[src/cssd_pkg.sv]
package cssd_pkg;

    localparam int MAX_PATTERN_DEF = 8;
    localparam int MAX_TEXT_DEF    = 65535;

    localparam int BYTE_W      = 8;
    localparam int POS_W       = 16;
    localparam int LEN_CFG_W   = 4;
    localparam int CFG_DATA_W  = 64;
    localparam int CFG_INDEX_W = 2;
    localparam int IN_DATA_W   = 8;
    localparam int OUT_DATA_W  = 24;
    localparam int QUEUE_DEPTH = 2;

    typedef enum logic [CFG_INDEX_W-1:0] {
        REG_PATTERN_BYTES  = 2'd0,
        REG_PATTERN_LENGTH = 2'd1
    } cfg_reg_t;

    localparam logic [BYTE_W-1:0] CHAR_LOWER_A = 8'h61;
    localparam logic [BYTE_W-1:0] CHAR_LOWER_Z = 8'h7a;
    localparam logic [BYTE_W-1:0] CASE_OFFSET  = 8'h20;

    // ASCII lower case letters map to upper case, everything else unchanged
    function automatic logic [BYTE_W-1:0] fold_case(input logic [BYTE_W-1:0] c);
        logic [BYTE_W-1:0] r;
        r = c;
        if (c >= CHAR_LOWER_A && c <= CHAR_LOWER_Z)
        begin
            r = c - CASE_OFFSET;
        end
        return r;
    endfunction

endpackage

[src/cssd_front.sv]
module cssd_front #(
    parameter int MAX_PATTERN = cssd_pkg::MAX_PATTERN_DEF
) (
    input  logic                                  clk,
    input  logic                                  rst_n,
    input  logic [MAX_PATTERN*cssd_pkg::BYTE_W-1:0] pattern,
    input  logic                                  in_valid,
    input  logic [cssd_pkg::BYTE_W-1:0]           in_byte,
    input  logic                                  in_last,
    input  logic                                  push_ready,
    output logic                                  push,
    output logic [MAX_PATTERN:0]                  push_data
);

    logic [cssd_pkg::BYTE_W-1:0] window_reg  [MAX_PATTERN];
    logic [cssd_pkg::BYTE_W-1:0] window_next [MAX_PATTERN];
    logic [cssd_pkg::BYTE_W-1:0] pat_fold    [MAX_PATTERN];
    logic [MAX_PATTERN-1:0]      match_vec;

    assign push = in_valid && push_ready;

    always_comb
    begin
        window_next[0] = cssd_pkg::fold_case(in_byte);
        for (int i = 1; i < MAX_PATTERN; i++)
        begin
            window_next[i] = window_reg[i-1];
        end
        for (int i = 0; i < MAX_PATTERN; i++)
        begin
            pat_fold[i] = cssd_pkg::fold_case(pattern[i*cssd_pkg::BYTE_W +: cssd_pkg::BYTE_W]);
        end
        // bit k-1: the k newest bytes, oldest first, equal the k-byte prefix
        for (int k = 1; k <= MAX_PATTERN; k++)
        begin
            match_vec[k-1] = 1'b1;
            for (int i = 0; i < k; i++)
            begin
                if (window_next[k-1-i] != pat_fold[i])
                begin
                    match_vec[k-1] = 1'b0;
                end
            end
        end
    end

    assign push_data = {in_last, match_vec};

    always_ff @(posedge clk or negedge rst_n)
    begin
        if (!rst_n)
        begin
            for (int i = 0; i < MAX_PATTERN; i++)
            begin
                window_reg[i] <= '0;
            end
        end
        else if (push)
        begin
            for (int i = 0; i < MAX_PATTERN; i++)
            begin
                window_reg[i] <= window_next[i];
            end
        end
    end

endmodule

[src/cssd_queue.sv]
module cssd_queue #(
    parameter int WIDTH = cssd_pkg::MAX_PATTERN_DEF + 1
) (
    input  logic             clk,
    input  logic             rst_n,
    input  logic             push,
    input  logic [WIDTH-1:0] push_data,
    output logic             push_ready,
    input  logic             pop,
    output logic             pop_valid,
    output logic [WIDTH-1:0] pop_data
);

    localparam int DEPTH = cssd_pkg::QUEUE_DEPTH;
    localparam int PTR_W = $clog2(DEPTH);
    localparam int CNT_W = $clog2(DEPTH + 1);

    logic [WIDTH-1:0] mem [DEPTH];
    logic [PTR_W-1:0] wr_ptr_reg;
    logic [PTR_W-1:0] rd_ptr_reg;
    logic [CNT_W-1:0] count_reg;

    assign push_ready = (count_reg != CNT_W'(DEPTH));
    assign pop_valid  = (count_reg != '0);
    assign pop_data   = mem[rd_ptr_reg];

    always_ff @(posedge clk)
    begin
        if (push)
        begin
            mem[wr_ptr_reg] <= push_data;
        end
    end

    always_ff @(posedge clk or negedge rst_n)
    begin
        if (!rst_n)
        begin
            wr_ptr_reg <= '0;
            rd_ptr_reg <= '0;
            count_reg  <= '0;
        end
        else
        begin
            if (push)
            begin
                wr_ptr_reg <= (wr_ptr_reg == PTR_W'(DEPTH - 1)) ? '0 : wr_ptr_reg + 1'b1;
            end
            if (pop)
            begin
                rd_ptr_reg <= (rd_ptr_reg == PTR_W'(DEPTH - 1)) ? '0 : rd_ptr_reg + 1'b1;
            end
            if (push && !pop)
            begin
                count_reg <= count_reg + 1'b1;
            end
            else if (pop && !push)
            begin
                count_reg <= count_reg - 1'b1;
            end
        end
    end

endmodule

[src/cssd_back.sv]
module cssd_back #(
    parameter int MAX_PATTERN = cssd_pkg::MAX_PATTERN_DEF,
    parameter int MAX_TEXT    = cssd_pkg::MAX_TEXT_DEF,
    localparam int LEN_W      = $clog2(MAX_PATTERN + 1)
) (
    input  logic                               clk,
    input  logic                               rst_n,
    input  logic [LEN_W-1:0]                   used_len,
    input  logic                               q_valid,
    input  logic [MAX_PATTERN:0]               q_data,
    output logic                               q_pop,
    output logic                               out_valid,
    input  logic                               out_ready,
    output logic [cssd_pkg::OUT_DATA_W-1:0]    out_data
);

    localparam int POS_W = cssd_pkg::POS_W;

    logic [LEN_W-1:0] matched_len_reg, matched_len_next;
    logic [POS_W-1:0] pos_reg, pos_next;
    logic             reported_reg, reported_next;
    logic [POS_W-1:0] first_end_reg, first_end_next;
    logic             out_valid_reg, out_valid_next;
    logic             found_reg, found_next;
    logic [POS_W-1:0] match_end_reg, match_end_next;

    logic [MAX_PATTERN-1:0] match_vec;
    logic                   q_last;
    logic [LEN_W:0]         m_inc;
    logic [LEN_W-1:0]       lim;
    logic [LEN_W-1:0]       cand;
    logic [POS_W-1:0]       pos_inc;
    logic                   hit_reported;
    logic [POS_W-1:0]       hit_end;

    assign match_vec = q_data[MAX_PATTERN-1:0];
    assign q_last    = q_data[MAX_PATTERN];

    // a final byte needs a free output slot
    assign q_pop = q_valid && (!q_last || !out_valid_reg || out_ready);

    always_comb
    begin
        m_inc = {1'b0, matched_len_reg} + 1'b1;
        lim   = (m_inc > {1'b0, used_len}) ? used_len : m_inc[LEN_W-1:0];
        cand  = '0;
        for (int j = 1; j <= MAX_PATTERN; j++)
        begin
            if ((LEN_W'(j) <= lim) && match_vec[j-1])
            begin
                cand = LEN_W'(j);
            end
        end
        pos_inc = (pos_reg < POS_W'(MAX_TEXT)) ? pos_reg + 1'b1 : pos_reg;

        matched_len_next = matched_len_reg;
        hit_reported     = reported_reg;
        hit_end          = first_end_reg;
        if (!reported_reg)
        begin
            matched_len_next = cand;
            if (cand == used_len)
            begin
                hit_reported = 1'b1;
                hit_end      = pos_inc;
            end
        end

        pos_next       = pos_reg;
        reported_next  = reported_reg;
        first_end_next = first_end_reg;
        found_next     = found_reg;
        match_end_next = match_end_reg;
        out_valid_next = out_valid_reg && !out_ready;

        if (q_pop)
        begin
            if (q_last)
            begin
                out_valid_next   = 1'b1;
                found_next       = hit_reported;
                match_end_next   = hit_reported ? hit_end : '0;
                matched_len_next = '0;
                pos_next         = '0;
                reported_next    = 1'b0;
                first_end_next   = '0;
            end
            else
            begin
                pos_next       = pos_inc;
                reported_next  = hit_reported;
                first_end_next = hit_end;
            end
        end
        else
        begin
            matched_len_next = matched_len_reg;
        end
    end

    always_ff @(posedge clk or negedge rst_n)
    begin
        if (!rst_n)
        begin
            matched_len_reg <= '0;
            pos_reg         <= '0;
            reported_reg    <= 1'b0;
            first_end_reg   <= '0;
            out_valid_reg   <= 1'b0;
        end
        else
        begin
            matched_len_reg <= matched_len_next;
            pos_reg         <= pos_next;
            reported_reg    <= reported_next;
            first_end_reg   <= first_end_next;
            out_valid_reg   <= out_valid_next;
        end
    end

    always_ff @(posedge clk)
    begin
        found_reg     <= found_next;
        match_end_reg <= match_end_next;
    end

    assign out_valid = out_valid_reg;
    assign out_data  = {{(cssd_pkg::OUT_DATA_W - POS_W - 1){1'b0}}, match_end_reg, found_reg};

endmodule

[src/caseless_substring_search_dfa.sv]
// Caseless substring search.
// Searches each buffer of text for the first occurrence of a pattern of
// 1 to MAX_PATTERN bytes; ASCII letters compare without regard to case.
// Input stream s_axis: one text byte per request, tlast on the buffer's last
// byte. Output stream m_axis: one result per buffer, sent for the tlast byte:
// found flag and the 1-based position of the byte ending the first match
// (0 when not found). Positions saturate at MAX_TEXT.
// Configuration: cfg_index 0 writes the pattern (first byte in bits 7:0),
// index 1 the pattern length (0 acts as 1, above MAX_PATTERN as MAX_PATTERN).
// Write only while no buffer is in flight.
// Throughput: one byte per cycle while s_axis_tready is high. After the
// tlast byte is accepted, the result passes the front compare and the queue,
// then the back state update that feeds the output register.
// When m_axis stalls, bytes keep flowing into the back until a tlast byte
// has to wait for the output register; the two-entry queue then fills and
// s_axis_tready drops. Reset clears the control, window and pointer registers
// (not the result data or queue storage); pattern resets to 0, length to 1.
module caseless_substring_search_dfa #(
    parameter int MAX_PATTERN = cssd_pkg::MAX_PATTERN_DEF,
    parameter int MAX_TEXT    = cssd_pkg::MAX_TEXT_DEF
) (
    input  logic                                clk,
    input  logic                                rst_n,
    input  logic                                cfg_wen,
    input  logic [cssd_pkg::CFG_INDEX_W-1:0]    cfg_index,
    input  logic [cssd_pkg::CFG_DATA_W-1:0]     cfg_data,
    input  logic                                s_axis_tvalid,
    output logic                                s_axis_tready,
    input  logic [cssd_pkg::IN_DATA_W-1:0]      s_axis_tdata,  // [7:0] text_byte
    input  logic                                s_axis_tlast,  // last_byte
    output logic                                m_axis_tvalid,
    input  logic                                m_axis_tready,
    output logic [cssd_pkg::OUT_DATA_W-1:0]     m_axis_tdata   // [0] found, [16:1] match_end
);

    localparam int LEN_W = $clog2(MAX_PATTERN + 1);
    localparam int PAT_W = MAX_PATTERN * cssd_pkg::BYTE_W;

    logic [cssd_pkg::CFG_DATA_W-1:0] pattern_bytes_reg;
    logic [cssd_pkg::LEN_CFG_W-1:0]  pattern_length_reg;
    logic [LEN_W-1:0]                used_len;

    logic                   push;
    logic                   push_ready;
    logic [MAX_PATTERN:0]   push_data;
    logic                   q_pop;
    logic                   q_valid;
    logic [MAX_PATTERN:0]   q_data;

    always_ff @(posedge clk or negedge rst_n)
    begin
        if (!rst_n)
        begin
            pattern_bytes_reg  <= '0;
            pattern_length_reg <= cssd_pkg::LEN_CFG_W'(1);
        end
        else if (cfg_wen)
        begin
            unique case (cssd_pkg::cfg_reg_t'(cfg_index))
                cssd_pkg::REG_PATTERN_BYTES:  pattern_bytes_reg  <= cfg_data;
                cssd_pkg::REG_PATTERN_LENGTH:
                    pattern_length_reg <= cfg_data[cssd_pkg::LEN_CFG_W-1:0];
                default: ;
            endcase
        end
    end

    always_comb
    begin
        if (pattern_length_reg == '0)
        begin
            used_len = LEN_W'(1);
        end
        else if (pattern_length_reg > cssd_pkg::LEN_CFG_W'(MAX_PATTERN))
        begin
            used_len = LEN_W'(MAX_PATTERN);
        end
        else
        begin
            used_len = LEN_W'(pattern_length_reg);
        end
    end

    cssd_front #(
        .MAX_PATTERN (MAX_PATTERN)
    ) u_front (
        .clk        (clk),
        .rst_n      (rst_n),
        .pattern    (pattern_bytes_reg[PAT_W-1:0]),
        .in_valid   (s_axis_tvalid),
        .in_byte    (s_axis_tdata[cssd_pkg::BYTE_W-1:0]),
        .in_last    (s_axis_tlast),
        .push_ready (push_ready),
        .push       (push),
        .push_data  (push_data)
    );

    cssd_queue #(
        .WIDTH (MAX_PATTERN + 1)
    ) u_queue (
        .clk        (clk),
        .rst_n      (rst_n),
        .push       (push),
        .push_data  (push_data),
        .push_ready (push_ready),
        .pop        (q_pop),
        .pop_valid  (q_valid),
        .pop_data   (q_data)
    );

    cssd_back #(
        .MAX_PATTERN (MAX_PATTERN),
        .MAX_TEXT    (MAX_TEXT)
    ) u_back (
        .clk       (clk),
        .rst_n     (rst_n),
        .used_len  (used_len),
        .q_valid   (q_valid),
        .q_data    (q_data),
        .q_pop     (q_pop),
        .out_valid (m_axis_tvalid),
        .out_ready (m_axis_tready),
        .out_data  (m_axis_tdata)
    );

    assign s_axis_tready = push_ready;

`ifndef ASSERT_OFF
    a_stall_means_queued: assert property (@(posedge clk) disable iff (!rst_n)
        !s_axis_tready |-> q_valid)
        else $error("input stalled with empty queue");

    a_not_found_zero_pos: assert property (@(posedge clk) disable iff (!rst_n)
        m_axis_tvalid && !m_axis_tdata[0] |-> m_axis_tdata[16:1] == '0)
        else $error("match_end nonzero without a match");

    a_found_has_pos: assert property (@(posedge clk) disable iff (!rst_n)
        m_axis_tvalid && m_axis_tdata[0] |-> m_axis_tdata[16:1] != '0)
        else $error("match reported at position zero");
`endif

endmodule

[config.mk]
export PLATFORM = sky130hd
export DESIGN_NAME = caseless_substring_search_dfa
export DESIGN_NICKNAME = d
export VERILOG_FILES = /design/src/cssd_pkg.sv /design/src/cssd_front.sv /design/src/cssd_queue.sv /design/src/cssd_back.sv /design/src/caseless_substring_search_dfa.sv
export SDC_FILE = /design/constraint.sdc
export NUM_CORES = 1
export LEC_CHECK = 0
export ABC_CLOCK_PERIOD_IN_PS = 5300
export BUFFER_PORTS_ARGS = -buffer_cell sky130_fd_sc_hd__buf_2
export CAP_MARGIN = 5
export CORE_ASPECT_RATIO = 0.5
export CORE_MARGIN = 2
export CORE_UTILIZATION = 60
export CTS_BUF_LIST = sky130_fd_sc_hd__clkbuf_4 sky130_fd_sc_hd__clkbuf_8
export DETAILED_ROUTE_END_ITERATION = 10
export HOLD_SLACK_MARGIN = 0.05
export PLACE_DENSITY = 0.86
export SLEW_MARGIN = 20
export SYNTH_ARGS = -nofsm -noshare
export SYNTH_HDL_FRONTEND = slang
export SYNTH_HIERARCHICAL = 1
export SYNTH_SLANG_ARGS = --single-unit
[constraint.sdc]
create_clock -name clk -period 5.3 [get_ports clk]
set_input_delay 0.265 -clock clk [delete_from_list [all_inputs] [get_ports clk]]
set_output_delay 0.265 -clock clk [all_outputs]
set_load 0.02 [all_outputs]
Word-level counts from Yosys, hierarchy flattened

Memory sizes are Yosys's and may differ from the RTL's.
Index checks and enable logic that the tools add are counted.

Flip-flop bits (word level): 183
Latch bits: 0
Bits in writable memories: 18
Memory bits (read-only): 0
Memories: 1

$add $sub $neg: 15
Multiply operators: 0
Div/mod/pow operators: 0
$lt $le $gt $ge: 29
Eq/ne operators: 40
Shifts and indexed selects: 0
Muxes and demuxes: 74
Bitwise gates (word level): 0
Reductions and logical operators: 37

Memory list:

| memory      | depth | bits a word | rd ports | clocked after memory_dff | write ports | RTL line         | text |
|---|---|---|---|---|---|---|---|
| u_queue.mem | 2     | 9           | 1        | 0                        | 1           | cssd_queue.sv:18 | `logic [WIDTH-1:0] mem [DEPTH];` |

Operators by type and width:

| kind                                                               | number |
|---|---|
| != test 8 bit                                                      | 36 |
| 2-to-1 mux 16 bit                                                  | 5 |
| greater-or-equal comparator 8 x 7 -> 1 bit (second input constant) | 9 |
| less-or-equal comparator 8 x 7 -> 1 bit (second input constant)    | 9 |
| 2-to-1 mux 8 bit                                                   | 9 |
| subtractor 8 x 6 -> 8 bit (second input constant)                  | 9 |
| 2-to-1 mux 4 bit                                                   | 12 |
| 2-to-1 mux 1 bit                                                   | 46 |
| logical AND 1 bit                                                  | 22 |
| adder 16 x 1 -> 16 bit (second input constant)                     | 1 |
| less-or-equal comparator 3 x 4 -> 1 bit (first input constant)     | 4 |
| < comparator 16 bit (second input constant)                        | 1 |
| less-or-equal comparator 2 x 4 -> 1 bit (first input constant)     | 2 |
| AND reduction 2 bit                                                | 4 |
| adder 4 x 1 -> 5 bit (second input constant)                       | 1 |
| > comparator 5 x 4 -> 1 bit                                        | 1 |
| zero test 1 bit                                                    | 5 |
| == test 4 bit                                                      | 1 |
| > comparator 4 bit (second input constant)                         | 1 |
| less-or-equal comparator 1 x 4 -> 1 bit (first input constant)     | 1 |
| less-or-equal comparator 4 bit (first input constant)              | 1 |
| zero test 4 bit                                                    | 1 |
| 2-to-1 mux 2 bit                                                   | 2 |
| != test 2 bit (second input constant)                              | 2 |
| other kinds (7)                                                    | 10 |

Logic depth before layout (Yosys ltp)

Word-level depth: 19
Mapped depth: 17
Gate-level depth less buffers: 12

Hierarchy

Netlist, hierarchy kept.

Modules (own cells, without submodules):

| module                        | times used | cells each | area each (um2) | sequential area each (um2) |
|---|---|---|---|---|
| cssd_front                    | 1          | 824        | 6,830.3         | 1,401.3 |
| cssd_back                     | 1          | 399        | 3,528.4         | 1,461.4 |
| caseless_substring_search_dfa | 1          | 150        | 2,875.3         | 1,702.9 |
| cssd_queue                    | 1          | 44         | 875.8           | 640.6 |

Worst setup path after synthesis

Ideal clock, no wire load.

Path type: register to register
From: register u_back.matched_len_reg[0]
To: register u_back.match_end_reg[11] (data pin)
Setup time: 165 ps
Arrival: 3,672 ps
Required time: 5,135 ps
Slack: 1,463 ps
Stages on the path, launching flop included: 15
Buffers on the path: 2
Clock period less this slack: 3,837 ps
Path through: dfrtp_1 ha_1 xor2_1 ha_1 a21o_1 a211o_1 o21a_1 buf_6 o221a_1 o21a_1 o32a_1 a211oi_4 nand2_4 buf_6 o31ai_2

Longest elaborated chain between the ends: 16
Elaborated cells between the ends (all ways): 32
Those cells by class: add/sub (1); order compare (9); eq/ne (1); mux (13); reduce/logical (8)

RTL lines:

| what                                                  | RTL line         | text |
|---|---|---|
| from (decl)                                           | cssd_back.sv:19  | `logic [LEN_W-1:0] matched_len_reg, matched_len_next;` |
| from (signal assigned)                                | cssd_back.sv:113 | `matched_len_reg <= matched_len_next;` |
| adder 4 x 1 -> 5 bit *                                | cssd_back.sv:44  | `m_inc = {1'b0, matched_len_reg} + 1'b1;` |
| > comparator 5 x 4 -> 1 bit                           | cssd_back.sv:45  | `lim = (m_inc > {1'b0, used_len}) ? used_len : m_inc[LEN_W-1:0];` |
| 2-to-1 mux 4 bit *                                    | cssd_back.sv:45  |  |
| less-or-equal comparator 1 x 4 -> 1 bit               | cssd_back.sv:49  | `if ((LEN_W'(j) <= lim) && match_vec[j-1])` |
| logical AND 1 bit                                     | cssd_back.sv:49  |  |
| 2-to-1 mux 1 bit                                      | cssd_back.sv:49  |  |
| 2-to-1 mux 4 bit (6 in a row)                         | cssd_back.sv:49  |  |
| 2-to-1 mux 4 bit *                                    | cssd_back.sv:49  |  |
| == test 4 bit *                                       | cssd_back.sv:62  | `if (cand == used_len)` |
| 2-to-1 mux 16 bit or 2-to-1 mux 1 bit (tied branches) | cssd_back.sv:62  |  |
| 2-to-1 mux 16 bit or 2-to-1 mux 1 bit (tied branches) | cssd_back.sv:59  | `if (!reported_reg)` |
| to (signal assigned)                                  | cssd_back.sv:124 | `match_end_reg <= match_end_next;` |
| to (decl)                                             | cssd_back.sv:25  | `logic [POS_W-1:0] match_end_reg, match_end_next;` |

Mark *: on every way between the ends. The rest lies on a longest branch, timed or not.
A chain may end at the register's enable or synchronous reset.

Worst setup path after layout

From: register pattern_length_reg[3] (netlist bit)
To: register u_back.match_end_reg[0] (data pin)

Longest elaborated chain between the ends: 18
Elaborated cells between the ends (all ways): 35
Those cells by class: order compare (10); eq/ne (1); mux (15); reduce/logical (9)

RTL lines:

| what                                                  | RTL line                            | text |
|---|---|---|
| from (decl)                                           | caseless_substring_search_dfa.sv:40 | `logic [cssd_pkg::LEN_CFG_W-1:0] pattern_length_reg;` |
| from (signal assigned)                                | caseless_substring_search_dfa.sv:55 | `pattern_length_reg <= cssd_pkg::LEN_CFG_W'(1);` |
| from (signal assigned)                                | caseless_substring_search_dfa.sv:62 | `pattern_length_reg <= cfg_data[cssd_pkg::LEN_CFG_W-1:0];` |
| > comparator 4 bit                                    | caseless_substring_search_dfa.sv:74 | `else if (pattern_length_reg > cssd_pkg::LEN_CFG_W'(MAX_PATTERN))` |
| 2-to-1 mux 4 bit                                      | caseless_substring_search_dfa.sv:74 |  |
| 2-to-1 mux 4 bit *                                    | caseless_substring_search_dfa.sv:70 | `if (pattern_length_reg == '0)` |
| named net used_len[1]                                 | caseless_substring_search_dfa.sv:41 | `logic [LEN_W-1:0] used_len;` |
| > comparator 5 x 4 -> 1 bit                           | cssd_back.sv:45                     |  |
| 2-to-1 mux 4 bit                                      | cssd_back.sv:45                     |  |
| less-or-equal comparator 1 x 4 -> 1 bit               | cssd_back.sv:49                     |  |
| logical AND 1 bit                                     | cssd_back.sv:49                     |  |
| 2-to-1 mux 1 bit                                      | cssd_back.sv:49                     |  |
| 2-to-1 mux 4 bit (7 in a row)                         | cssd_back.sv:49                     |  |
| == test 4 bit *                                       | cssd_back.sv:62                     |  |
| 2-to-1 mux 16 bit or 2-to-1 mux 1 bit (tied branches) | cssd_back.sv:62                     |  |
| 2-to-1 mux 16 bit or 2-to-1 mux 1 bit (tied branches) | cssd_back.sv:59                     |  |

The timed path passes the listed nets; every way through them passes the cells marked *.

==> impl_summary.txt <==
----------------------------------------------------
[Logic synthesis]
  Cell area after synthesis ... 14100 µm²
  Sequential share of the synthesized area ... 36.9%
  Leading register cell type out of synthesis ... sky130_fd_sc_hd__dfrtp_1
  Avg Synthesized Cell Area ... between 9 and 10 µm²
  Cell variety after synth ... 89
  Yosys warns ... 6
  Synth area leader ... sky130_fd_sc_hd__dfrtp_1
  Share of flip-flops with an asynchronous set or reset ... 82.6%
  Cell types with the largest area share after synthesis ... sky130_fd_sc_hd__dfrtp_1 (29%), sky130_fd_sc_hd__xnor2_1 (10%), sky130_fd_sc_hd__edfxtp_1 (7.4%)
  Synth cell count leaders ... sky130_fd_sc_hd__dfrtp_1 (165), sky130_fd_sc_hd__xnor2_1 (162), sky130_fd_sc_hd__xor2_1 (116)
  Seq cells post-synth ... 201
  Most repeated cell in the gate-level netlist after synthesis ... sky130_fd_sc_hd__dfrtp_1
  Count of flip-flops with a built-in enable after synthesis ... 35
  Post-Syn Instances ... 1417
  Area share of the largest cell type after synthesis ... 29.3%

[Detailed routing]
  Post-detailed-route via-to-cell ratio ... 6.31
  First drt pass iteration count ... 5
  Wire length per cell ... 23.0 µm
  DRT Wirelength ... around 42000 µm
  Initial DRC Count ... 1331
  Number of antenna-violating nets in the routed design ... 0
  Total DRC errors in the routed layout ... 0
  Vias post-DR ... 11600

[Placement]
  Buffers added on ports ... 98
  Worst slack after detailed placement ... 567 ps
  DPL Wire Length ... ~29000 µm
  GPL Wtd Cong ... 1.04
  Number of cells after detailed placement ... approximately 1700

[Clocking]
  Resized Gates After CTS ... 0
  Number of setup buffers added after CTS ... 0
  H-tree level count ... 1
  Worst skew pair latency ... approximately 600 ps
  Clock transition at the registers of the reported paths ... about 70 ps
  CTS tree ... built
  Master cell of the clock root buffer ... sky130_fd_sc_hd__clkbuf_8
  TritonCTS Sinks ... 201
  Number of clock buffers inserted by TritonCTS ... 29
  Longest Clk Path Bufs ... 3

[Critical path]
  Type of element capturing the critical path ... flip-flop
  Cell family contributing the most delay on the critical path ... compound AO/OA/AOI/OAI gates
  CP required ... 5690 ps
  Crit Path Class ... reg2reg
  Worst-path maximum fanout ... 19
  Stages on worst setup path ... 12
  Worst setup SP type ... flip-flop
  Worst path buffer plus inverter count ... 1
  Cells on worst reg2reg path ... 12
  Cell repeated most along the worst path ... sky130_fd_sc_hd__o21a_1
  Endpoint arrival time on the critical path ... between 5000 and 6000 ps
  Crit path cell chain ... nor2b_1 -> inv_1 -> ha_1 -> nand3_1 -> or3b_4 -> o21a_1 -> o221a_1 -> o21a_1 -> o32a_1 -> a211oi_4 -> nand2_4 -> o31ai_1
  Critical-path cell with the highest stage delay ... sky130_fd_sc_hd__nor2b_1
  Maximum single-stage delay on the critical path ... 570 ps

[Pwr]
  Total power ... 8.13 mW
  Worst vdd ir ... 0.404 mV
  Leak ... 6.41 nW
  Total power divided by cell area ... 519 nW/µm²

[Timing]
  Sum Neg Setup Slack ... 0 ps
  Count of final max-slew check failures ... 0
  Post-layout worst setup margin ... 504 ps
  Final cycle utilization of the critical path ... between 90% and 100%
  Total count of hold-check failures in the final report ... 0
  Crit path time final ... 4800 ps
  Setup violation total in the final timing report ... 0
  Final Skew ... 16.6 ps
  Slew headroom ... approximately a quarter
  Fmax ... 209 MHz
  Setup repair after global routing missed its margin ... false
  Worst-Margin Slew ... 1130 ps

[Floorplanning]
  DIE WIDTH ... 221 µm
  Die area ... 24800 µm²
  Core Footprint ... between 20000 and 25000 µm²
  Chip Height ... 112 µm
  Std cell rows ... 39
  Initial Utilization ... 61.5%
  I/O pin count ... 106

[Finish]
  Antenna diode count ... 0
  Area growth from synthesis to layout ... 11.1%
  Fraction of final layout cells sized beyond drive strength 1 ... 20.4%
  Net count of the finished layout ... around 1600
  Footprint of the multi-input gates ... approximately 8000 µm²
  Fill cell total of the finished layout ... 1755
  Final cell count without fillers ... about 1800
  Flip-flop count of the largest register, all copies and words added ... 64
  Sequential standard cell area ... 5210 µm²

[Global routing]
  Number of global-route vias before repair ... 11500
  Global-route total usage across every layer ... between 30 and 40%
  Initial antenna violation count ... 0
  Wire length of the first global-routing pass ... approximately 66000 µm
  Largest net degree at the start of global routing ... 70
  Total overflow reported by the global router ... 0

[Run]
  Number of maximum-capacitance violations ... 0

[Worst hold path]
  Min-Delay Path Class ... in2reg
  Hold Crit Depth ... 3

[Status]
  Run status ... complete, no violations

----------------------------------------------------
[metal layers]
layer,track usage [%],share of wire [%],wire [µm],up-vias
li1,-,-,-,5145
met1,44.4,41,17200,5631
met2,55.3,46,19400,640
met3,7.59,9.0,3800,142
met4,13.8,4.1,1710,0
met5,0,0,0,-
[kinds of logic (layout without fill, tap and decap cells)]
| group | count (synthesis) | after routing | share of synthesized area, % |
|---|---|---|---|
| compound gates | 236 | 236 | 12.0 |
| xor+xnor | 279 | 279 | 17.4 |
| fa+ha+maj | 16 | 16 | 1.42 |
| buf+inv | 173 | 276 | 6.35 |
| flops | 201 | 201 | 36.9 |
| mux | 128 | 128 | 12.0 |
| other cells | 1 | 7 | 0.0266 |
| simple gates | 383 | 383 | 13.9 |
[worst register-to-register path, stage by stage, from the launching register on]
cell and delay [ps]:
sky130_fd_sc_hd__dfrtp_1 540, sky130_fd_sc_hd__nor2b_1 570, sky130_fd_sc_hd__inv_1 170, sky130_fd_sc_hd__ha_1 320
sky130_fd_sc_hd__nand3_1 120, sky130_fd_sc_hd__or3b_4 420, sky130_fd_sc_hd__o21a_1 340, sky130_fd_sc_hd__o221a_1 360
sky130_fd_sc_hd__o21a_1 230, sky130_fd_sc_hd__o32a_1 400, sky130_fd_sc_hd__a211oi_4 480, sky130_fd_sc_hd__nand2_4 250
sky130_fd_sc_hd__o31ai_1 390
[area by class of cell]
class | count | share of cell area [%]
clock buffer | 43 | 3.54
clock inverter | 9 | 0.311
sequential | 201 | 33.2
tap | 307 | 2.45
multi-input combinational | 1049 | 51.3
inverter | 48 | 1.15
timing repair buffer | 176 | 7.99
[path summary, 6_finish.rpt]
kind                                           end                   from  slack (ps)
max                        u_back/match_end_reg[0]  pattern_length_reg[3]         500
min                        u_front/window_next[53]        s_axis_tdata[5]         140
max reg2reg                u_back/match_end_reg[0]  pattern_length_reg[3]         500
min reg2reg                     u_queue/wr_ptr_reg     u_queue/wr_ptr_reg         490
max in group asynchronous  u_front/window_next[13]                  rst_n        3960
min in group asynchronous    pattern_bytes_reg[11]                  rst_n         150
[through the flow]
stage                     instance area, µm²  hold WS, ps  utilization, %
final                                  15700          142            68.3
after global routing                   15700          148            68.3
after CTS                              15700          108            68.3
after detailed placement               14400          208            62.7
after global placement                 14400          195            62.7
after floorplan                        14100        -30.6               -
[cell usage in the layout, fill, tap and decap left out, drive strengths merged, types with 5 or more instances in the layout]
master / instances
mux2i: 10
nand4: 41
a31oi: 5
nand2b: 13
mux2: 118
nor3: 32
o31ai: 29
and3: 8
conb: 7
o2111ai: 8
edfxtp: 35
nand2: 114
clkinv: 8
a21boi: 5
ha: 16
a2111oi: 7
a21o: 5
nor2b: 16
o211ai: 7
xnor2: 162
xor2: 117
dlygate4sd3: 68
o22ai: 11
nand3: 44
nor4: 35
o21ai: 67
and3b: 5
buf: 108
dfrtp: 165
o21a: 6
and2: 7
a21oi: 31
clkbuf: 43
inv: 46
nor2: 50
[power breakdown]
part           switching (mW)  leakage, nW  internal, mW
Sequential               1.01         2.40          2.04
Clock                   0.641        0.311         0.669
Combinational            2.08         3.70          1.69
[timing repair]
| item | in CTS | in global routing |
|---|---|---|
| hold endpoints to repair | 113 | 0 |
| hold buffers | 68 | 0 |
| setup endpoints to repair | 0 | 0 |
Note: power is estimated with default switching activity, not from simulation.
